**src/rtl/apde_pkg.sv**
```systemverilog
// Shared types, widths and constant tables of the atom pair docking energy core.
// No dependencies; every module of the core imports this package.
package apde_pkg;

   // Field widths.
   localparam int TYPE_W     = 4;
   localparam int DIST_W     = 16;
   localparam int WEIGHT_W   = 18;
   localparam int GAUSS_W    = 17;
   localparam int REP_W      = 21;
   localparam int RAMP_W     = 17;
   localparam int ENERGY_W   = 24;
   localparam int CSR_ADDR_W = 3;
   localparam int REQ_DATA_W = 24;
   localparam int RSP_DATA_W = 120;

   // Internal widths.
   localparam int D_W    = 22;   // surface distance, signed Q.16
   localparam int MAG_W  = 21;   // magnitude of a surface distance
   localparam int U_W    = 42;   // exponent argument, unsigned Q.30
   localparam int Y_W    = 30;   // scaled exponent argument
   localparam int Q30_W  = 31;   // Q.30 value up to 1.0
   localparam int HBX_W  = 19;   // hydrogen-bond ramp numerator
   localparam int RSUM_W = 19;   // sum of two radii
   localparam int PROD_W = 40;   // weight times term
   localparam int SUM_W  = 43;   // sum of five products

   // Register indexes of the configuration port.
   typedef enum logic [CSR_ADDR_W-1:0] {
      CSR_GAUSS_NEAR  = 3'd0,
      CSR_GAUSS_FAR   = 3'd1,
      CSR_REPULSION   = 3'd2,
      CSR_HYDROPHOBIC = 3'd3,
      CSR_HBOND       = 3'd4
   } csr_index_type;

   typedef logic signed [WEIGHT_W-1:0] weight_type;

   typedef struct packed {
      weight_type gauss_near;
      weight_type gauss_far;
      weight_type repulsion;
      weight_type hydrophobic;
      weight_type hbond;
   } weights_type;

   localparam weight_type RST_GAUSS_NEAR  = -18'sd2332;
   localparam weight_type RST_GAUSS_FAR   = -18'sd338;
   localparam weight_type RST_REPULSION   = 18'sd55066;
   localparam weight_type RST_HYDROPHOBIC = -18'sd2298;
   localparam weight_type RST_HBOND       = -18'sd38499;

   // Atom type classes, one bit per type code.
   localparam logic [TYPE_W-1:0] TYPE_INVALID = 4'd15;
   localparam logic [15:0] HYDRO_SET  = 16'h3C01;
   localparam logic [15:0] DONOR_SET  = 16'h40A8;
   localparam logic [15:0] ACCEPT_SET = 16'h00F0;

   // Van der Waals radii in Q.16, indexed by type code.
   localparam logic [WEIGHT_W-1:0] RADIUS_Q16 [16] = '{
      18'd124518, 18'd124518, 18'd117965, 18'd117965,
      18'd117965, 18'd117965, 18'd111411, 18'd111411,
      18'd131072, 18'd137626, 18'd98304,  18'd117965,
      18'd131072, 18'd144179, 18'd78643,  18'd0
   };

   // Ramp and Gaussian break points in Q.16.
   localparam logic signed [D_W-1:0] HYD_HI      = 22'sd98304;
   localparam logic signed [D_W-1:0] HYD_LO      = 22'sd32768;
   localparam logic signed [D_W-1:0] HB_LO       = -22'sd45875;
   localparam logic signed [D_W-1:0] FAR_CENTER  = 22'sd196608;
   localparam logic [RAMP_W-1:0]     RAMP_ONE    = 17'd65536;
   localparam int                    HB_DIV      = 7;

   // Exponential unit.
   localparam int HORNER_STEPS = 10;
   localparam int SQUARE_STEPS = 4;
   localparam logic [U_W-1:0]   EXP_LIMIT = U_W'(12) << 30;
   localparam logic [Q30_W-1:0] Q30_ONE   = Q30_W'(1) << 30;

   // floor(2^32 / n) for the constant divisors 1 to 10.
   localparam logic [32:0] RECIP_Q32 [1:10] = '{
      33'd4294967296, 33'd2147483648, 33'd1431655765, 33'd1073741824,
      33'd858993459,  33'd715827882,  33'd613566756,  33'd536870912,
      33'd477218588,  33'd429496729
   };

   // Pipeline depths.
   localparam int FRONT_LAT  = 4;
   localparam int EXP_LAT    = 1 + 3 * HORNER_STEPS + SQUARE_STEPS + 1;
   localparam int ENERGY_LAT = 4;
   localparam int CORE_LAT   = FRONT_LAT + EXP_LAT + ENERGY_LAT;

   // Terms that bypass the exponential units.
   typedef struct packed {
      logic [REP_W-1:0]  repulsion;
      logic [RAMP_W-1:0] hydrophobic;
      logic [RAMP_W-1:0] hbond;
      logic              invalid_type;
   } side_type;

   // Every unweighted term plus the flag.
   typedef struct packed {
      logic [GAUSS_W-1:0] gauss_near;
      logic [GAUSS_W-1:0] gauss_far;
      logic [REP_W-1:0]   repulsion;
      logic [RAMP_W-1:0]  hydrophobic;
      logic [RAMP_W-1:0]  hbond;
      logic               invalid_type;
   } terms_type;

   // One complete result item.
   typedef struct packed {
      logic signed [ENERGY_W-1:0] energy;
      terms_type                  terms;
   } result_type;

endpackage

```
**src/rtl/apde_front.sv**
```systemverilog
// Front stages: radius lookup, surface distance, ramps, repulsion and the
// squared exponent arguments of both Gaussians. Uses apde_pkg.
module apde_front import apde_pkg::*; (
   input  logic                 clock,
   input  logic                 enable,
   input  logic [TYPE_W-1:0]    type_a,
   input  logic [TYPE_W-1:0]    type_b,
   input  logic [DIST_W-1:0]    distance,
   output logic [U_W-1:0]       u_near,
   output logic [U_W-1:0]       u_far,
   output side_type             side
);

   typedef enum logic [1:0] {HB_ZERO, HB_FULL, HB_RAMP} hb_mode_type;

   // Stage 1 registers.
   logic signed [D_W-1:0] d1_ff, d1_in;
   logic inv1_ff, inv1_in, hyd_pair1_ff, hyd_pair1_in, hb_pair1_ff, hb_pair1_in;
   logic [RSUM_W-1:0] rad_sum;

   // Stage 2 registers.
   logic [MAG_W-1:0] magn2_ff, magn2_in, magf2_ff, magf2_in;
   logic neg2_ff, neg2_in, inv2_ff, inv2_in;
   logic [RAMP_W-1:0] hyd2_ff, hyd2_in;
   hb_mode_type hbm2_ff, hbm2_in;
   logic [HBX_W-1:0] hbx2_ff, hbx2_in;
   logic signed [D_W-1:0] far1, ndist1;

   // Stage 3 registers.
   logic [U_W-1:0] un3_ff, un3_in, uf3_ff, uf3_in;
   logic [REP_W-1:0] rep3_ff, rep3_in;
   logic [RAMP_W-1:0] hyd3_ff, hyd3_in;
   hb_mode_type hbm3_ff, hbm3_in;
   logic [HBX_W-1:0] hbx3_ff, hbx3_in, hbq3_ff, hbq3_in;
   logic inv3_ff, inv3_in;
   logic [2*MAG_W-1:0] sqn2, sqf2;
   logic [HBX_W+32:0] hb_prod;

   // Stage 4 registers.
   logic [U_W-1:0] un4_ff, un4_in, uf4_ff, uf4_in;
   side_type side4_ff, side4_in;
   logic [HBX_W-1:0] hb_rem;
   logic [RAMP_W-1:0] hb_val;

   // Stage 1: surface distance and pair classes.
   always_comb begin
      rad_sum      = {1'b0, RADIUS_Q16[type_a]} + {1'b0, RADIUS_Q16[type_b]};
      d1_in        = $signed({2'b00, distance, 4'b0000}) - $signed({3'b000, rad_sum});
      inv1_in      = (type_a == TYPE_INVALID) || (type_b == TYPE_INVALID);
      hyd_pair1_in = HYDRO_SET[type_a] && HYDRO_SET[type_b];
      hb_pair1_in  = (DONOR_SET[type_a] && ACCEPT_SET[type_b]) ||
                     (DONOR_SET[type_b] && ACCEPT_SET[type_a]);
   end

   // Stage 2: magnitudes, hydrophobic ramp and the hydrogen-bond numerator.
   always_comb begin
      far1     = d1_ff - FAR_CENTER;
      ndist1   = -d1_ff;
      magn2_in = (d1_ff < 0) ? MAG_W'(ndist1) : MAG_W'(d1_ff);
      magf2_in = (far1 < 0) ? MAG_W'(-far1) : MAG_W'(far1);
      neg2_in  = (d1_ff < 0);
      inv2_in  = inv1_ff;
      if (!hyd_pair1_ff || inv1_ff || d1_ff >= HYD_HI) begin
         hyd2_in = '0;
      end else if (d1_ff <= HYD_LO) begin
         hyd2_in = RAMP_ONE;
      end else begin
         hyd2_in = RAMP_W'(HYD_HI - d1_ff);
      end
      if (!hb_pair1_ff || inv1_ff || d1_ff >= 0) begin
         hbm2_in = HB_ZERO;
      end else if (d1_ff <= HB_LO) begin
         hbm2_in = HB_FULL;
      end else begin
         hbm2_in = HB_RAMP;
      end
      hbx2_in = HBX_W'(ndist1 * 10 + 3);
   end

   // Stage 3: squares, repulsion and the reciprocal estimate for the divide by seven.
   always_comb begin
      sqn2    = magn2_ff * magn2_ff;
      sqf2    = magf2_ff * magf2_ff;
      hb_prod = hbx2_ff * RECIP_Q32[HB_DIV];
      un3_in  = U_W'(sqn2);
      uf3_in  = U_W'(sqf2 >> 4);
      rep3_in = (neg2_ff && !inv2_ff) ? REP_W'((sqn2 + (2*MAG_W)'(32768)) >> 16) : '0;
      hyd3_in = hyd2_ff;
      hbm3_in = hbm2_ff;
      hbx3_in = hbx2_ff;
      hbq3_in = HBX_W'(hb_prod >> 32);
      inv3_in = inv2_ff;
   end

   // Stage 4: quotient correction and the hydrogen-bond term.
   always_comb begin
      hb_rem = hbx3_ff - HBX_W'(hbq3_ff * HBX_W'(HB_DIV));
      hb_val = (hb_rem >= HBX_W'(HB_DIV)) ? RAMP_W'(hbq3_ff + 1'b1) : RAMP_W'(hbq3_ff);
      un4_in = un3_ff;
      uf4_in = uf3_ff;
      side4_in.repulsion    = rep3_ff;
      side4_in.hydrophobic  = hyd3_ff;
      side4_in.invalid_type = inv3_ff;
      case (hbm3_ff)
         HB_FULL: side4_in.hbond = RAMP_ONE;
         HB_RAMP: side4_in.hbond = hb_val;
         default: side4_in.hbond = '0;
      endcase
   end

   always_ff @(posedge clock) begin
      if (enable) begin
         d1_ff        <= d1_in;
         inv1_ff      <= inv1_in;
         hyd_pair1_ff <= hyd_pair1_in;
         hb_pair1_ff  <= hb_pair1_in;
         magn2_ff     <= magn2_in;
         magf2_ff     <= magf2_in;
         neg2_ff      <= neg2_in;
         inv2_ff      <= inv2_in;
         hyd2_ff      <= hyd2_in;
         hbm2_ff      <= hbm2_in;
         hbx2_ff      <= hbx2_in;
         un3_ff       <= un3_in;
         uf3_ff       <= uf3_in;
         rep3_ff      <= rep3_in;
         hyd3_ff      <= hyd3_in;
         hbm3_ff      <= hbm3_in;
         hbx3_ff      <= hbx3_in;
         hbq3_ff      <= hbq3_in;
         inv3_ff      <= inv3_in;
         un4_ff       <= un4_in;
         uf4_ff       <= uf4_in;
         side4_ff     <= side4_in;
      end
   end

   assign u_near = un4_ff;
   assign u_far  = uf4_ff;
   assign side   = side4_ff;

endmodule

```
**config.mk**
```make
export PLATFORM = sky130hd
export DESIGN_NAME = apde_front
export DESIGN_NICKNAME = d
export VERILOG_FILES = /design/src/rtl/apde_pkg.sv /design/src/rtl/apde_front.sv
export SDC_FILE = /design/constraint.sdc
export NUM_CORES = 2
export LEC_CHECK = 0
export BUFFER_PORTS_ARGS = -buffer_cell sky130_fd_sc_hd__buf_2
export CAP_MARGIN = 10
export CORE_ASPECT_RATIO = 2
export CORE_MARGIN = 1.5
export CORE_UTILIZATION = 60
export CTS_BUF_LIST = sky130_fd_sc_hd__clkbuf_16
export DETAILED_ROUTE_END_ITERATION = 10
export GPL_TIMING_DRIVEN = 0
export PLACE_DENSITY = 0.81
export REMOVE_ABC_BUFFERS = 1
export SLEW_MARGIN = 20
export SYNTH_ARGS = -nofsm -noshare
export SYNTH_HDL_FRONTEND = slang
export SYNTH_SLANG_ARGS = --single-unit
```
**constraint.sdc**
```tcl
create_clock -name clock -period 11.5 [get_ports clock]
set_input_delay 1.15 -clock clock [delete_from_list [all_inputs] [get_ports clock]]
set_output_delay 1.15 -clock clock [all_outputs]
set_load 0.02 [all_outputs]
```
==> reports/metrics.csv <==
stage;metric;value;unit
detailed_routing;dr.first_iter.drc_count;1516;
setup_path;cpMaxStageDelayCell;edfxtp_1;
clock_tree;post_cts.repair.setup_buffers;0;
clock_tree;cts_tree;built;
job;drv_cap;0;
die;ios;166;
finish;n_fill_cell;6043;
worst_hold_path;hold_class;reg2reg;
global_routing;grt_use_met1;0.271;
die;die_x;201;um
global_routing;use_met3;0.0397;
sta;max_freq;108;MHz
clock_tree;cts.path.max_buffers;3;
global_routing;grt_overflow;0;
detailed_routing;wl_per_cell;19.4;um
logic_synthesis;ys_async_sr_fraction;0;
setup_path;cp-end-kind;flop;
global_routing;antenna_found_initial;8;
sta;fin_tns_setup;0;ns
detailed_routing;antenna_left;0;
outcome;status;finished clean;
setup_path;critPathRequiredTime;11.89;ns
sta;finalCriticalPeriod;9.29;ns
detailed_routing;vias_per_cell;5.64;
die;core;78000;um^2
finish;drive_gt1_frac;0.0614;
clock_tree;htree_levels;2;
finish;areaGrowthSynthToFinish;6.58;%
finish;nets;5826;
detailed_routing;dr.pass1.iters;5;
detailed_routing;drc_errors;0;
global_routing;grt_max_degree;101;
clock_tree;cts-hold-fix-buffers;0;
logic_synthesis;ys_ff_latch;394;
logic_synthesis;yosys_warnings;0;
global_routing;grt_pass1_vias;35200;
clock_tree;clk_latency;0.59;ns
placed_design;gp_congestion;0.947;
worst_hold_path;hold_depth;0;
die;start_util;0.605;
clock_tree;cts-resized-gates;0;
logic_synthesis;ys.flop_type;edfxtp_1;
global_routing;use_met2;0.542;
placed_design;io_buffers;160;
sta;period_share;0.808;
logic_synthesis;syn_area;47200;um^2
detailed_routing;routed_wl;109;mm
setup_path;timing.critical_path.mode_cell;inv_1;
sta;slew_viol_final;0;
placed_design;dp_hpwl;89.6;mm
die;die_h;400;um
sta;finalHoldViolCount;0;
sta;rsz0062_at_grt;false;
clock_tree;path_clk_slew;0.07;ns
detailed_routing;num_vias;31700;
logic_synthesis;yosysSeqAreaShare;0.251;
global_routing;grt_usage;0.284;
clock_tree;cts_root_buf;clkbuf_16;
clock_tree;cts_buffers;38;
setup_path;critPathMaxFanout;18;
finish;final_common_cell;inv_1;
logic_synthesis;synthCells;4459;
global_routing;busiest_layer;met2;
setup_path;timing_worst_setup_path_type;reg2reg;
sta;finClkSkew;0.0192;ns
sta;slew_headroom;0.276;
clock_tree;cts.sinks;394;
finish;layout_common_cells;1030 x inv_1, 715 x fa_1, 535 x ha_1, 394 x edfxtp_1, 313 x nand2_1;
placed_design;dp_slack;2.33;ns
global_routing;grt_first_pass_wirelength;176;mm
sta;setup_violations;0;
setup_path;worstSetupStartpointType;flop;
sta;fin_ws;2.21;ns
setup_path;crit_path_max_incr_delay;0.93;ns
die;rows;145;
logic_synthesis;syn_area_per_cell;10.6;um^2
die;die_area;80500;um^2
setup_path;rr_worst_depth;30;
sta;tightest_slew;1.09;ns
setup_path;critPathArrivalTime;9.69;ns
logic_synthesis;synth.distinct_cells;89;
logic_synthesis;synth-edff-count;394;
[routing by layer]
| layer | share of wire | vias to the layer above |
|---|---|---|
| met5 | 0 | - |
| met4 | 0.088 | 0 |
| met3 | 0.053 | 550 |
| met2 | 0.55 | 1225 |
| met1 | 0.31 | 15600 |
| li1 | - | 14300 |
[cells by family (layout without fill, tap and decap cells)]
kind of cell	after synthesis	count (layout)	share of synthesized area
multiplexers	11	11	0.00254
flip-flops	394	394	0.251
AND/OR/NAND/NOR	958	958	0.101
adder cells (fa/ha/maj)	1250	1250	0.445
AO/OA/AOI/OAI	465	465	0.0646
other	1	13	0.0000795
buffers and inverters	1150	1266	0.0922
XOR/XNOR	230	230	0.0435
[flip-flops by register name, indices dropped and copies added, names as in the netlist, 2 cells and up]
signal and flops:
hyd2_ff 17, uf3_ff 38, hbx3_ff 18, un3_ff 41, side 56, rep3_ff 21, hyd3_ff 17, hbx2_ff 18
u_far 38, hbq3_ff 17, magf2_ff 21, d1_ff 21, u_near 41, hbm3_ff 2, magn2_ff 20, hbm2_ff 2
[worst paths after layout]
path	startpoint	endpoint	slack (ns)
max	magn2_ff[7]	rep3_ff[17]	2.21
min	hyd3_ff[15]	side[33]	0.41
max reg2reg	magn2_ff[7]	rep3_ff[17]	2.21
min reg2reg	hyd3_ff[15]	side[33]	0.41
[area by class of cell]
cell class	instances	area, um^2	area share
diodes	8	20.0	0.000398
clock buffers	38	951	0.0189
clock inverters	31	350	0.00696
repair buffers	168	963	0.0192
well taps	1029	1290	0.0256
multi-input cells	2919	31000	0.617
flip-flops and latches	394	11800	0.235
inverters	1029	3860	0.0768
[per-stage QoR]
stage / instances / hold slack (ns) / cell area, um^2 / util
final: 5616 / 0.406 / 50300 / 0.645
after global routing: 5615 / 0.417 / 50300 / 0.645
after CTS: 5608 / 0.405 / 50300 / 0.645
after detailed placement: 5539 / 0.405 / 49000 / 0.628
after global placement: 5531 / 0.402 / 48800 / 0.626
after floorplan: 4342 / 0.400 / 46700 / -
[Yosys cell counts, drive strengths merged (17+ instances only)]
library cell | number | area (um^2)
inv | 1028 | 3860
fa | 715 | 14300
ha | 535 | 6690
edfxtp | 394 | 11800
nand2 | 313 | 1170
and2 | 200 | 1250
nor2 | 177 | 667
xnor2 | 161 | 1410
a21oi | 140 | 708
clkbuf | 102 | 384
o21ai | 84 | 424
xor2 | 68 | 618
a21o | 65 | 488
nand3 | 47 | 235
nor2b | 36 | 225
nor3 | 36 | 191
a31oi | 25 | 156
nand2b | 23 | 144
o21bai | 23 | 173
or2 | 21 | 131
and3 | 20 | 125
buf | 19 | 103
nand4 | 18 | 134
or3 | 17 | 111
[worst max-delay path: cells and delay by family (launching register included)]
family	cells	cell delay (ns)
AOI/OAI and AO/OA	4	0.87
buffers and inverters	7	0.79
xor gates and xnor gates	2	0.35
DFF	1	0.93
muxes	1	0.33
and+or+nand+nor	7	2.02
adders and majority gates	9	3.79
Power is not shown: default switching activity piles up to over one toggle a cycle in this logic, so the estimate is an artifact.
