File: src/rtl/apde_pkg.sv
// Shared types, widths and constant tables of the atom pair docking energy core.
// No dependencies; every module of the core imports this package.
package apde_pkg;

   // Field widths.
   localparam int TYPE_W     = 4;
   localparam int DIST_W     = 16;
   localparam int WEIGHT_W   = 18;
   localparam int GAUSS_W    = 17;
   localparam int REP_W      = 21;
   localparam int RAMP_W     = 17;
   localparam int ENERGY_W   = 24;
   localparam int CSR_ADDR_W = 3;
   localparam int REQ_DATA_W = 24;
   localparam int RSP_DATA_W = 120;

   // Internal widths.
   localparam int D_W    = 22;   // surface distance, signed Q.16
   localparam int MAG_W  = 21;   // magnitude of a surface distance
   localparam int U_W    = 42;   // exponent argument, unsigned Q.30
   localparam int Y_W    = 30;   // scaled exponent argument
   localparam int Q30_W  = 31;   // Q.30 value up to 1.0
   localparam int HBX_W  = 19;   // hydrogen-bond ramp numerator
   localparam int RSUM_W = 19;   // sum of two radii
   localparam int PROD_W = 40;   // weight times term
   localparam int SUM_W  = 43;   // sum of five products

   // Register indexes of the configuration port.
   typedef enum logic [CSR_ADDR_W-1:0] {
      CSR_GAUSS_NEAR  = 3'd0,
      CSR_GAUSS_FAR   = 3'd1,
      CSR_REPULSION   = 3'd2,
      CSR_HYDROPHOBIC = 3'd3,
      CSR_HBOND       = 3'd4
   } csr_index_type;

   typedef logic signed [WEIGHT_W-1:0] weight_type;

   typedef struct packed {
      weight_type gauss_near;
      weight_type gauss_far;
      weight_type repulsion;
      weight_type hydrophobic;
      weight_type hbond;
   } weights_type;

   localparam weight_type RST_GAUSS_NEAR  = -18'sd2332;
   localparam weight_type RST_GAUSS_FAR   = -18'sd338;
   localparam weight_type RST_REPULSION   = 18'sd55066;
   localparam weight_type RST_HYDROPHOBIC = -18'sd2298;
   localparam weight_type RST_HBOND       = -18'sd38499;

   // Atom type classes, one bit per type code.
   localparam logic [TYPE_W-1:0] TYPE_INVALID = 4'd15;
   localparam logic [15:0] HYDRO_SET  = 16'h3C01;
   localparam logic [15:0] DONOR_SET  = 16'h40A8;
   localparam logic [15:0] ACCEPT_SET = 16'h00F0;

   // Van der Waals radii in Q.16, indexed by type code.
   localparam logic [WEIGHT_W-1:0] RADIUS_Q16 [16] = '{
      18'd124518, 18'd124518, 18'd117965, 18'd117965,
      18'd117965, 18'd117965, 18'd111411, 18'd111411,
      18'd131072, 18'd137626, 18'd98304,  18'd117965,
      18'd131072, 18'd144179, 18'd78643,  18'd0
   };

   // Ramp and Gaussian break points in Q.16.
   localparam logic signed [D_W-1:0] HYD_HI      = 22'sd98304;
   localparam logic signed [D_W-1:0] HYD_LO      = 22'sd32768;
   localparam logic signed [D_W-1:0] HB_LO       = -22'sd45875;
   localparam logic signed [D_W-1:0] FAR_CENTER  = 22'sd196608;
   localparam logic [RAMP_W-1:0]     RAMP_ONE    = 17'd65536;
   localparam int                    HB_DIV      = 7;

   // Exponential unit.
   localparam int HORNER_STEPS = 10;
   localparam int SQUARE_STEPS = 4;
   localparam logic [U_W-1:0]   EXP_LIMIT = U_W'(12) << 30;
   localparam logic [Q30_W-1:0] Q30_ONE   = Q30_W'(1) << 30;

   // floor(2^32 / n) for the constant divisors 1 to 10.
   localparam logic [32:0] RECIP_Q32 [1:10] = '{
      33'd4294967296, 33'd2147483648, 33'd1431655765, 33'd1073741824,
      33'd858993459,  33'd715827882,  33'd613566756,  33'd536870912,
      33'd477218588,  33'd429496729
   };

   // Pipeline depths.
   localparam int FRONT_LAT  = 4;
   localparam int EXP_LAT    = 1 + 3 * HORNER_STEPS + SQUARE_STEPS + 1;
   localparam int ENERGY_LAT = 4;
   localparam int CORE_LAT   = FRONT_LAT + EXP_LAT + ENERGY_LAT;

   // Terms that bypass the exponential units.
   typedef struct packed {
      logic [REP_W-1:0]  repulsion;
      logic [RAMP_W-1:0] hydrophobic;
      logic [RAMP_W-1:0] hbond;
      logic              invalid_type;
   } side_type;

   // Every unweighted term plus the flag.
   typedef struct packed {
      logic [GAUSS_W-1:0] gauss_near;
      logic [GAUSS_W-1:0] gauss_far;
      logic [REP_W-1:0]   repulsion;
      logic [RAMP_W-1:0]  hydrophobic;
      logic [RAMP_W-1:0]  hbond;
      logic               invalid_type;
   } terms_type;

   // One complete result item.
   typedef struct packed {
      logic signed [ENERGY_W-1:0] energy;
      terms_type                  terms;
   } result_type;

endpackage

File: src/rtl/apde_out_skid.sv
// Two-entry output buffer between the core pipeline and the result channel.
// Full is taken from a register only, so the input side never waits on rsp_tready.
module apde_out_skid import apde_pkg::*; (
   input  logic       clock,
   input  logic       reset,
   input  logic       push,
   input  result_type din,
   output logic       full,
   output logic       out_valid,
   input  logic       out_ready,
   output result_type dout
);

   logic [1:0] cnt_ff, cnt_in;
   result_type slot0_ff, slot0_in, slot1_ff, slot1_in;
   logic pop;

   assign pop = out_valid && out_ready;

   // Slot 0 always holds the oldest item.
   always_comb begin
      cnt_in   = cnt_ff;
      slot0_in = slot0_ff;
      slot1_in = slot1_ff;
      case (cnt_ff)
         2'd0: begin
            if (push) begin
               slot0_in = din;
               cnt_in   = 2'd1;
            end
         end
         2'd1: begin
            if (push && pop) begin
               slot0_in = din;
            end else if (push) begin
               slot1_in = din;
               cnt_in   = 2'd2;
            end else if (pop) begin
               cnt_in = 2'd0;
            end
         end
         2'd2: begin
            if (pop) begin
               slot0_in = slot1_ff;
               cnt_in   = 2'd1;
            end
         end
         default: cnt_in = 2'd0;
      endcase
   end

   always_ff @(posedge clock) begin
      if (reset) begin
         cnt_ff <= 2'd0;
      end else begin
         cnt_ff <= cnt_in;
      end
      slot0_ff <= slot0_in;
      slot1_ff <= slot1_in;
   end

   assign full      = (cnt_ff == 2'd2);
   assign out_valid = (cnt_ff != 2'd0);
   assign dout      = slot0_ff;

endmodule

File: config.mk
export PLATFORM = sky130hd
export DESIGN_NAME = apde_out_skid
export DESIGN_NICKNAME = d
export VERILOG_FILES = /design/src/rtl/apde_pkg.sv /design/src/rtl/apde_out_skid.sv
export SDC_FILE = /design/constraint.sdc
export NUM_CORES = 1
export LEC_CHECK = 0
export BUFFER_PORTS_ARGS = -buffer_cell sky130_fd_sc_hd__buf_2
export CAP_MARGIN = 20
export CORE_ASPECT_RATIO = 0.7
export CORE_MARGIN = 3
export CORE_UTILIZATION = 52
export DETAILED_ROUTE_END_ITERATION = 10
export PLACE_DENSITY = 0.91
export SLEW_MARGIN = 20
export SYNTH_ARGS = -nofsm -noshare
export SYNTH_HDL_FRONTEND = slang
export SYNTH_SLANG_ARGS = --single-unit
File: constraint.sdc
create_clock -name clock -period 13.52 [get_ports clock]
set_clock_uncertainty 0.1 [all_clocks]
set_input_delay 2.028 -clock clock [delete_from_list [all_inputs] [get_ports clock]]
set_output_delay 2.028 -clock clock [all_outputs]
set_load 0.03 [all_outputs]
==> results of run 1 <==
registers in the layout, indices dropped and copies added, names as in the netlist:
signal	count
cnt_ff	2
slot1_ff	114
dout	114
final cells by class:
cell class	count	area, um^2	share of cell area, %
well taps	220	275	2.59
repair buffers	239	1210	11.4
multi-input cells	126	1530	14.4
clock buffers	26	564	5.31
flip-flops and latches	230	6890	64.8
clock inverters	11	159	1.50
cell usage after synthesis, drive strengths merged:
| cell | instances |
|---|---|
| o21ai | 1 |
| nand2b | 1 |
| nor2b | 3 |
| mux2 | 114 |
| buf | 13 |
| edfxtp | 228 |
| o32a | 1 |
| or2 | 1 |
| nand2 | 2 |
| a21oi | 2 |
| nor3 | 1 |
| dfxtp | 2 |
logic make-up after synthesis:
group,synth area share (%)
mux,16.8
buf+inv,1.86
compound gates,0.293
flops,80.6
simple gates,0.512
how the worst max path moves through the flow:
stage / from / endpoint / slack (ns) / cells after the start
final: push / slot1_ff[39] / 9.68 / 5
after global routing: push / slot1_ff[21] / 9.50 / 5
after CTS: push / slot1_ff[28] / 9.65 / 5
after detailed placement: push / slot1_ff[32] / 9.14 / 5
after global placement: push / slot1_ff[61] / 9.24 / 5
after floorplan: out_ready / dout[0] / 2.61 / 2
per-layer routing:
metal | vias to the layer above | global-route usage [%] | wire length [um]
li1 | 1971 | - | -
met1 | 2113 | 24.7 | 7450
met2 | 191 | 28.5 | 7670
met3 | 17 | 5.34 | 1230
met4 | 2 | 3.21 | 183
met5 | - | 0 | 13
cell usage in the layout, fill, tap and decap left out, drive strengths merged:
cell type / synthesis / routed
dfxtp: 2 / 2
nand2: 2 / 2
inv: 0 / 1
or2: 1 / 1
nor3: 1 / 1
o32a: 1 / 1
clkinvlp: 0 / 1
clkbuf: 0 / 26
o21ai: 1 / 1
clkinv: 0 / 5
a21oi: 2 / 2
bufinv: 0 / 4
nor2b: 3 / 3
edfxtp: 228 / 228
buf: 13 / 239
mux2: 114 / 114
nand2b: 1 / 1
through the flow:
step                      instance area [um^2]  setup WS, ns
after global placement                    9900          9.24
after floorplan                           8550          2.61
after global routing                     10600          9.50
final                                    10600          9.68
after CTS                                10600          9.65
after detailed placement                  9900          9.14
power by group:
part	switching (W)	internal (W)
registers	0.00000990	0.000824
logic	0.0000935	0.0000505
clock network	0.000245	0.000373
total	0.000349	0.00125
==> reports/metrics.csv, run 1 <==
stage,metric,value,unit
outcome,outcome,completed,
critical_path,Crit Path Class,in -> reg,
sta,setup TNS,0,ns
worst_hold_path,Hold Crit Depth,1,
power_and_ir_drop,power per cell area,150,nW/um^2
worst_hold_path,HP Class,reg -> reg,
floorplanning,chip height,113,um
power_and_ir_drop,Pwr Total,0.00160,W
routing,initial DRC count,288,
critical_path,WP data arrival,3.85,ns
sta,Worst Max-Slew Pin Slew,0.923,ns
clock_tree,Worst-path clk slew,0.06,ns
clock_tree,Inserted Clock Buffers,21,
final_layout,post-route insts no fill,852,
grt,GR Overflow Total,0,
routing,vias per std cell,5.04,
logic_synthesis,largest area contributor in the netlist,edfxtp_1,
logic_synthesis,register area share after synthesis,80.6,%
grt,first-pass GRT wire length,25.2,mm
logic_synthesis,Yosys reg bits,230,
grt,vias in the first global route,4508,
logic_synthesis,average cell area after synthesis,23.2,um^2
grt,global-route usage over all layers,17.7,%
clock_tree,Clock Path Buffers,3,
placement,Buffers on Ports,233,
run,Max-Cap Viols,0,
final_layout,Util after Layout,67.3,%
final_layout,fin nets,736,
critical_path,WP data required,13.53,ns
critical_path,Worst Path Buf+Inv,3,
final_layout,Ant. Diodes,0,
clock_tree,CTS tree,yes,
floorplanning,Initial Utilization,54.2,%
logic_synthesis,Post-Synthesis Cells,369,
clock_tree,CTS H-tree depth,1,
critical_path,Register-to-Register Path Depth,4,
logic_synthesis,"top cells by area, synth","edfxtp_1 80%, mux2_2 9.7%, mux2_4 7.0%",
grt,initial antenna violation count,1,
sta,worst hold slack,0.443,ns
floorplanning,Die X,159,um
final_layout,layout cell share with drive strength beyond 1,61.6,%
power_and_ir_drop,Peak VDD IR,0.0873,mV
clock_tree,"Clk Latency, worst-skew pair",0.48,ns
clock_tree,cts repair resizes,0,
floorplanning,core area,15800,um^2
sta,Worst slew margin,38.5,%
clock_tree,setup repair bufs after CTS,0,
logic_synthesis,synthesized area,8550,um^2
worst_hold_path,Hold EP,dout[59],
critical_path,CP top delay family,buffers and inverters,
logic_synthesis,synth unique cells,16,
critical_path,r2r setup slk,10.66,ns
sta,unrepaired setup endpoints after global routing,false,
critical_path,dominant cell type by count on the critical path,buf_4,
critical_path,RR Startpoint,cnt_ff[1],
sta,Final min period,3.84,ns
routing,DRC errors left,0,
floorplanning,full die area,18000,um^2
critical_path,crit path launch type,input port,
placement,placed instance count,815,
placement,post-DP HPWL,11.1,mm
sta,fmax,261,MHz
power_and_ir_drop,Leakage,4.03,nW
logic_synthesis,Yosys warning total,0,
final_layout,filler cell count,1069,
clock_tree,Clk Tree Root Cell,clkbuf_16,
routing,DR WL/cell,19.4,um
sta,# setup viols final,0,
clock_tree,Sink Count,230,
routing,WL final,16.5,mm
critical_path,"Max FO, Critical Path",61,
routing,Routed Antenna Nets,0,
critical_path,type of destination of the critical path,flip-flop,
critical_path,Crit-path slowest cell,buf_4,
sta,"Slew Viols, Final",0,
worst_hold_path,Hold Crit Start,slot1_ff[59],
critical_path,Slowest Stage Delay on Critical Path,0.74,ns
logic_synthesis,top cell type's share of synthesized area,80.1,%
final_layout,synthesis-to-layout area growth,24.3,%
clock_tree,CTS Hold Bufs,0,
sta,Tcrit/Tclk final,28.4,%
routing,vias,4294,
logic_synthesis,Mapped Nets,487,
placement,GPL Wtd Cong,0.784,
critical_path,worst r2r dst,dout[10],
sta,Final Hold Viols,0,
floorplanning,num rows,38,
critical_path,critical-path cell list,buf_2 > nor2b_1 > nor2b_4 > buf_4 > buf_4,
grt,largest net degree at the start of global routing,68,
floorplanning,IO Pins,234,
routing,router iterations before antenna repair,4,
(Power assumes the default switching activity.)
==> run 2, diff against run 1 <==
==> constraint.sdc (replaced) <==
create_clock -name clock -period 3.6 [get_ports clock]
set_clock_uncertainty 0.1 [all_clocks]
set_input_delay 0.54 -clock clock [delete_from_list [all_inputs] [get_ports clock]]
set_output_delay 0.54 -clock clock [all_outputs]
set_load 0.03 [all_outputs]
==> run 2 against run 1 <==
Effect of this change: clock power grew to 3.3 times the previous value; clock-buffer cell count fell by 2; critical endpoint is now full; wire length decreased by 1.2%; highest routed layer unchanged; sequential power increased to 3.8 times the previous value; largest cell class unchanged; cell count shrank 0.23%; largest power group unchanged.
==> reports/metrics.csv, run 2 (same netlist as run 1, synthesis figures left out) <==
stage,metric,value,unit,change
clock_tree,"Clk Latency, worst-skew pair",0.48,ns,about the same
routing,initial DRC count,272,,-5.6%
sta,Worst slew margin,51.7,%,+13 points
placement,GPL Wtd Cong,0.760,,-3.1%
grt,GR Overflow Total,0,,unchanged
routing,DR WL/cell,19.2,um,-1.0%
clock_tree,CTS H-tree depth,1,,unchanged
routing,vias,4328,,+0.79%
power_and_ir_drop,Leakage,3.99,nW,-0.93%
final_layout,Ant. Diodes,0,,unchanged
grt,first-pass GRT wire length,25.4,mm,+1.2%
sta,fmax,389,MHz,
clock_tree,Sink Count,230,,unchanged
grt,initial antenna violation count,1,,unchanged
final_layout,synthesis-to-layout area growth,23.4,%,
clock_tree,setup repair bufs after CTS,0,,unchanged
final_layout,fin nets,734,,-0.27%
sta,Final Hold Viols,0,,unchanged
critical_path,critical-path cell list,nor2b_4 > buf_12 > buf_2,,
critical_path,crit path launch type,flip-flop,,
floorplanning,Initial Utilization,54.2,%,unchanged
clock_tree,Inserted Clock Buffers,21,,unchanged
run,Max-Cap Viols,0,,unchanged
floorplanning,full die area,18000,um^2,unchanged
placement,placed instance count,813,,-0.25%
sta,Worst Max-Slew Pin Slew,0.725,ns,-0.198 ns
critical_path,WP data required,2.96,ns,-10.57 ns
power_and_ir_drop,Peak VDD IR,0.321,mV,+270%
final_layout,"commonest non-fill, non-tap cell in the layout",buf_2,,
floorplanning,core area,15800,um^2,unchanged
placement,post-DP HPWL,10.8,mm,-2.4%
critical_path,CP top delay family,buffers and inverters,,
routing,vias per std cell,5.09,,+1.0%
sta,Final min period,2.57,ns,
critical_path,"Max FO, Critical Path",116,,+90%
clock_tree,CTS tree,yes,,
final_layout,"commonest non-fill, non-tap cells in the layout","233 x buf_2, 228 x edfxtp_1, 74 x mux2_2, 40 x mux2_4, 21 x clkbuf_16",,
clock_tree,Worst-path clk slew,0.06,ns,about the same
clock_tree,Clock Path Buffers,3,,unchanged
critical_path,Slowest Stage Delay on Critical Path,0.53,ns,-0.21 ns
placement,post-place instance area,9920,um^2,+0.23%
grt,global-route usage over all layers,17.7,%,-0.064 points
routing,WL final,16.3,mm,-1.2%
final_layout,Final Cell Area,10500,um^2,-0.73%
placement,DP Worst Slack,1.44,ns,-7.70 ns
grt,vias in the first global route,4631,,+2.7%
sta,setup TNS,0,ns,unchanged
floorplanning,IO Pins,234,,unchanged
critical_path,Worst Path Buf+Inv,2,,-1
critical_path,type of destination of the critical path,primary output,,
sta,"Slew Viols, Final",0,,unchanged
clock_tree,Clk Tree Root Cell,clkbuf_16,,
power_and_ir_drop,power per cell area,541,nW/um^2,+260%
floorplanning,num rows,38,,unchanged
floorplanning,chip height,113,um,unchanged
critical_path,RR Startpoint,cnt_ff[1],,
worst_hold_path,Hold Crit Start,reset,,
clock_tree,CTS Hold Bufs,0,,unchanged
outcome,outcome,completed,,
clock_tree,cts repair resizes,0,,unchanged
critical_path,Crit-path slowest cell,buf_12,,
critical_path,CP startpoint,cnt_ff[1],,
critical_path,Crit Path Class,reg -> out,,
critical_path,WP data arrival,1.93,ns,-1.92 ns
routing,router iterations before antenna repair,4,,unchanged
final_layout,post-route insts no fill,850,,-0.23%
routing,DRC errors left,0,,unchanged
sta,unrepaired setup endpoints after global routing,false,,
sta,Tcrit/Tclk final,71.4,%,
grt,largest net degree at the start of global routing,117,,+72%
sta,# setup viols final,0,,unchanged
final_layout,layout cell share with drive strength beyond 1,61.3,%,-0.28 points
sta,final setup margin,1.03,ns,-8.65 ns
worst_hold_path,HP Class,in -> reg,,
floorplanning,Die X,159,um,unchanged
placement,Buffers on Ports,233,,unchanged
routing,Routed Antenna Nets,0,,unchanged
## run 2: changes by cell type in the layout (fill, tap and decap cells not counted)
cell	before	now
buf_4	6	1
bufinv_16	4	1
clkinvlp_4	1	0
clkinv_1	2	3
buf_12	0	3
inv_6	1	0
clkinv_2	3	9
clkbuf_8	2	0
## run 2: power breakdown
part / switching [W] / internal (W)
clock: 0.000890 / 0.00114
combinational: 0.000350 / 0.000193
sequential: 0.0000373 / 0.00309
## run 2: routing by layer
layer  track usage (%)  up-vias  share of wire, %
met5                 0        -             0.080
met4              4.43        2               2.4
met3              5.27       28               7.7
met2              28.8      187                48
met1              23.8     2139                42
li1                  -     1972                 -
## run 2: layout make-up
type | instances | area [um^2]
Sequential cell | 230 | 6890
Clock inverter | 13 | 86.3
Multi-Input combinational cell | 126 | 1530
Clock buffer | 24 | 537
Fill cell | 1065 | 5240
Tap cell | 220 | 275
Timing Repair Buffer | 237 | 1230
## run 2: path summary, 6_finish.rpt
kind / slack [ns] / depth (start not counted) / endpoint
setup / recovery: 1.03 / 3 / full
hold / removal: 0.14 / 2 / cnt_ff[1]
setup reg to reg: 1.60 / 3 / dout[35]
hold reg to reg: 0.44 / 1 / dout[57]
## run 2: through the flow
stage                     power, W  hold slack [ns]  util [%]
after floorplan            0.00353            0.423         -
after global routing       0.00591            0.127      66.8
after CTS                  0.00577            0.123      66.8
after detailed placement   0.00373            0.432      62.9
after global placement     0.00371            0.427      62.9
final                      0.00571            0.143      66.8
==> run 3, diff against run 2 <==
--- a/config.mk
+++ b/config.mk
@@ -5,13 +5,14 @@
 export SDC_FILE = /design/constraint.sdc
 export NUM_CORES = 1
 export LEC_CHECK = 0
+export ABC_AREA = 1
 export BUFFER_PORTS_ARGS = -buffer_cell sky130_fd_sc_hd__buf_2
 export CAP_MARGIN = 20
 export CORE_ASPECT_RATIO = 0.7
 export CORE_MARGIN = 3
-export CORE_UTILIZATION = 52
+export CORE_UTILIZATION = 47
 export DETAILED_ROUTE_END_ITERATION = 10
-export PLACE_DENSITY = 0.91
+export PLACE_DENSITY = 0.88
 export SLEW_MARGIN = 20
 export SYNTH_ARGS = -nofsm -noshare
 export SYNTH_HDL_FRONTEND = slang
==> constraint.sdc (replaced) <==
create_clock -name clock -period 2.1 [get_ports clock]
set_clock_uncertainty 0.1 [all_clocks]
set_input_delay 0.315 -clock clock [delete_from_list [all_inputs] [get_ports clock]]
set_output_delay 0.315 -clock clock [all_outputs]
set_load 0.03 [all_outputs]
==> run 3 against run 2 <==
Effect of this change: clock-buffer cell count rose by 3; sequential cell count unchanged; global-route usage is 3.3 points higher; synthesized cell count increased by 67%; total power is 87% higher; sequential share of layout area shrank 7.2 points; via count up 39%; final area grew 12%; synthesized area is 1.9% lower; worst hold slack worse by 0.099 ns; critical path type unchanged.
==> reports/metrics.csv, run 3 <==
stage,metric,value,unit,change
run,Max-Cap Viols,0,,unchanged
sta,worst hold slack,0.0449,ns,-0.0985 ns
routing,initial DRC count,648,,+140%
critical_path,Worst Path Buf+Inv,2,,unchanged
clock_tree,CTS tree,yes,,
sta,# setup viols final,0,,unchanged
critical_path,WP data arrival,1.54,ns,-0.39 ns
critical_path,type of destination of the critical path,primary output,,
logic_synthesis,top-count cell post-synth,nand2_1,,
sta,fmax,511,MHz,
grt,first-pass GRT wire length,33.0,mm,+30%
routing,vias per std cell,4.91,,-3.5%
logic_synthesis,most frequent cells after synthesis,"349 x nand2_1, 228 x edfxtp_1, 21 x buf_2",,
floorplanning,IO Pins,234,,unchanged
routing,WL final,20.6,mm,+26%
critical_path,Slowest Stage Delay on Critical Path,0.36,ns,-0.17 ns
grt,initial antenna violation count,0,,-1
logic_synthesis,Yosys reg bits,230,,unchanged
critical_path,"Max FO, Critical Path",13,,-89%
logic_synthesis,largest area contributor in the netlist,edfxtp_1,,
logic_synthesis,top cell type's share of synthesized area,81.6,%,+1.5 points
grt,global-route usage over all layers,21.0,%,+3.3 points
grt,vias in the first global route,6327,,+37%
worst_hold_path,Hold Crit Depth,4,,+2
clock_tree,Worst-path clk slew,0.07,ns,about the same
placement,placed instance count,1069,,+31%
grt,GR Overflow Total,0,,unchanged
power_and_ir_drop,Peak VDD IR,0.576,mV,+79%
floorplanning,num rows,40,,+5.3%
final_layout,filler cell count,1146,,+7.6%
routing,Routed Antenna Nets,0,,unchanged
critical_path,CP top delay family,flip-flops,,
critical_path,RR Startpoint,cnt_ff[1],,
outcome,outcome,completed,,
final_layout,layout cell share with drive strength beyond 1,28.9,%,-32 points
placement,GPL Wtd Cong,0.768,,+1.1%
final_layout,post-route insts no fill,1222,,+44%
logic_synthesis,Mapped Nets,735,,+51%
final_layout,fin nets,1095,,+49%
floorplanning,core area,17300,um^2,+9.7%
logic_synthesis,Post-Synthesis Cells,617,,+67%
critical_path,Register-to-Register Path Depth,6,,+3
floorplanning,chip height,118,um,+4.0%
routing,DR WL/cell,16.8,um,-13%
sta,Final min period,1.96,ns,
worst_hold_path,HP Class,in -> reg,,
final_layout,"commonest non-fill, non-tap cell in the layout",nand2_1,,
sta,Final Hold Viols,0,,unchanged
power_and_ir_drop,Pwr Total,0.0107,W,+87%
critical_path,crit path launch type,flip-flop,,
clock_tree,Clock Path Buffers,3,,unchanged
logic_synthesis,synth unique cells,13,,-3
routing,vias,6004,,+39%
sta,Tcrit/Tclk final,93.1,%,
logic_synthesis,Post-synth EDFFs,228,,unchanged
sta,Worst Max-Slew Pin Slew,0.403,ns,-0.322 ns
logic_synthesis,most common flop cell mapped by yosys,edfxtp_1,,
sta,unrepaired setup endpoints after global routing,false,,
critical_path,Crit-path slowest cell,dfxtp_2,,
logic_synthesis,"top cells by area, synth","edfxtp_1 82%, nand2_1 16%, buf_2 1.3%",,
logic_synthesis,Yosys warning total,0,,unchanged
critical_path,r2r setup slk,0.45,ns,-1.15 ns
power_and_ir_drop,power per cell area,900,nW/um^2,+66%
critical_path,worst r2r dst,dout[18],,
clock_tree,Sink Count,230,,unchanged
clock_tree,Inserted Clock Buffers,22,,+4.8%
floorplanning,Initial Utilization,48.4,%,-5.7 points
final_layout,synthesis-to-layout area growth,41.3,%,
final_layout,Ant. Diodes,0,,unchanged
clock_tree,"Clk Latency, worst-skew pair",0.49,ns,about the same
clock_tree,Clk Tree Root Cell,clkbuf_16,,
floorplanning,full die area,19500,um^2,+8.2%
sta,Worst slew margin,73.1,%,+21 points
floorplanning,Die X,166,um,+4.0%
placement,post-DP HPWL,12.1,mm,+11%
placement,Buffers on Ports,233,,unchanged
clock_tree,cts repair resizes,0,,unchanged
routing,DRC errors left,0,,unchanged
grt,largest net degree at the start of global routing,70,,-40%
logic_synthesis,synthesized area,8390,um^2,-1.9%
logic_synthesis,ys async rst share,0,%,unchanged
routing,router iterations before antenna repair,5,,+1
final_layout,"commonest non-fill, non-tap cells in the layout","348 x nand2_1, 233 x buf_2, 228 x edfxtp_1, 115 x dlygate4sd3_1, 23 x clkbuf_16",,
sta,"Slew Viols, Final",0,,unchanged
critical_path,critical-path cell list,inv_4 > nor2_4 > buf_2,,
clock_tree,CTS H-tree depth,1,,unchanged
worst_hold_path,Hold Crit Start,out_ready,,
logic_synthesis,average cell area after synthesis,13.6,um^2,-41%
sta,setup TNS,0,ns,unchanged
critical_path,WP data required,1.68,ns,-1.28 ns
worst_hold_path,Hold EP,cnt_ff[1],,
logic_synthesis,register area share after synthesis,82.1,%,+1.5 points
critical_path,Crit Path Class,reg -> out,,
power_and_ir_drop,Leakage,5.03,nW,+26%
-- run 3: cell count changes after synthesis, moves of 4 or more --
cell | previous run | this run
buf_12 | 4 | 0
buf_2 | 0 | 21
buf_4 | 7 | 2
inv_1 | 0 | 5
mux2_2 | 74 | 0
mux2_4 | 40 | 0
nand2_1 | 2 | 349
-- run 3: worst max path at each step --
stage                          from           to  slack, ns  cells past startpoint
after floorplan           cnt_ff[1]      dout[0]      -0.87                      3
after global placement    out_ready  slot1_ff[2]       0.46                      5
after detailed placement  out_ready  slot1_ff[6]       0.43                      5
after CTS                 cnt_ff[1]         full       0.11                      3
after global routing      cnt_ff[1]         full       0.06                      3
final                     cnt_ff[1]         full       0.14                      3
-- run 3: worst register-to-register path: stages (launching register included) --
cell	delay [ns]
dfxtp_2	0.36
inv_4	0.07
nor2_4	0.33
inv_4	0.09
buf_12	0.20
nand2_1	0.17
nand2_1	0.08
-- run 3: layout make-up --
class	count	area, um^2	share of cell area [%]
inverter	7	37.5	0.317
multi-input combinational	356	1380	11.6
timing repair buffer	360	2510	21.2
clock inverter	11	159	1.34
sequential	230	6890	58.1
clock buffer	27	591	4.98
tap	231	289	2.44
-- run 3: cells by family (layout without fill, tap and decap cells) --
family                 after synthesis  count (layout)  synth area share, %
AND/OR/NAND/NOR                    353             353                 15.9
flip-flops                         230             230                 82.1
buffers and inverters               31             405                 1.79
AO/OA/AOI/OAI                        3               3                0.179
-- run 3: per-stage QoR --
step	utilization, %	setup slack (ns)	instance area (um^2)
detailed placement	57.5	0.433	9950
finish	68.5	0.144	11900
CTS	68.5	0.106	11900
floorplan	-	-0.866	8430
global route	68.5	0.0567	11900
global placement	57.5	0.464	9950
-- run 3: repair_timing --
action                     4_1_cts  5_1_grt
hold endpoints to repair       151        0
buffers inserted                 0        0
setup endpoints to repair        0        0
hold buffers                   115        0
-- run 3: power breakdown --
part | internal [W] | switching, W
clock | 0.00249 | 0.00160
sequential | 0.00534 | 0.0000676
combinational | 0.000422 | 0.000764
total | 0.00824 | 0.00243
-- run 3: layer usage --
metal | routed length, um | GRT usage (%)
met1 | 7870 | 25.5
met3 | 1640 | 5.44
met5 | 0 | 0
met4 | 715 | 6.86
met2 | 10300 | 37.0
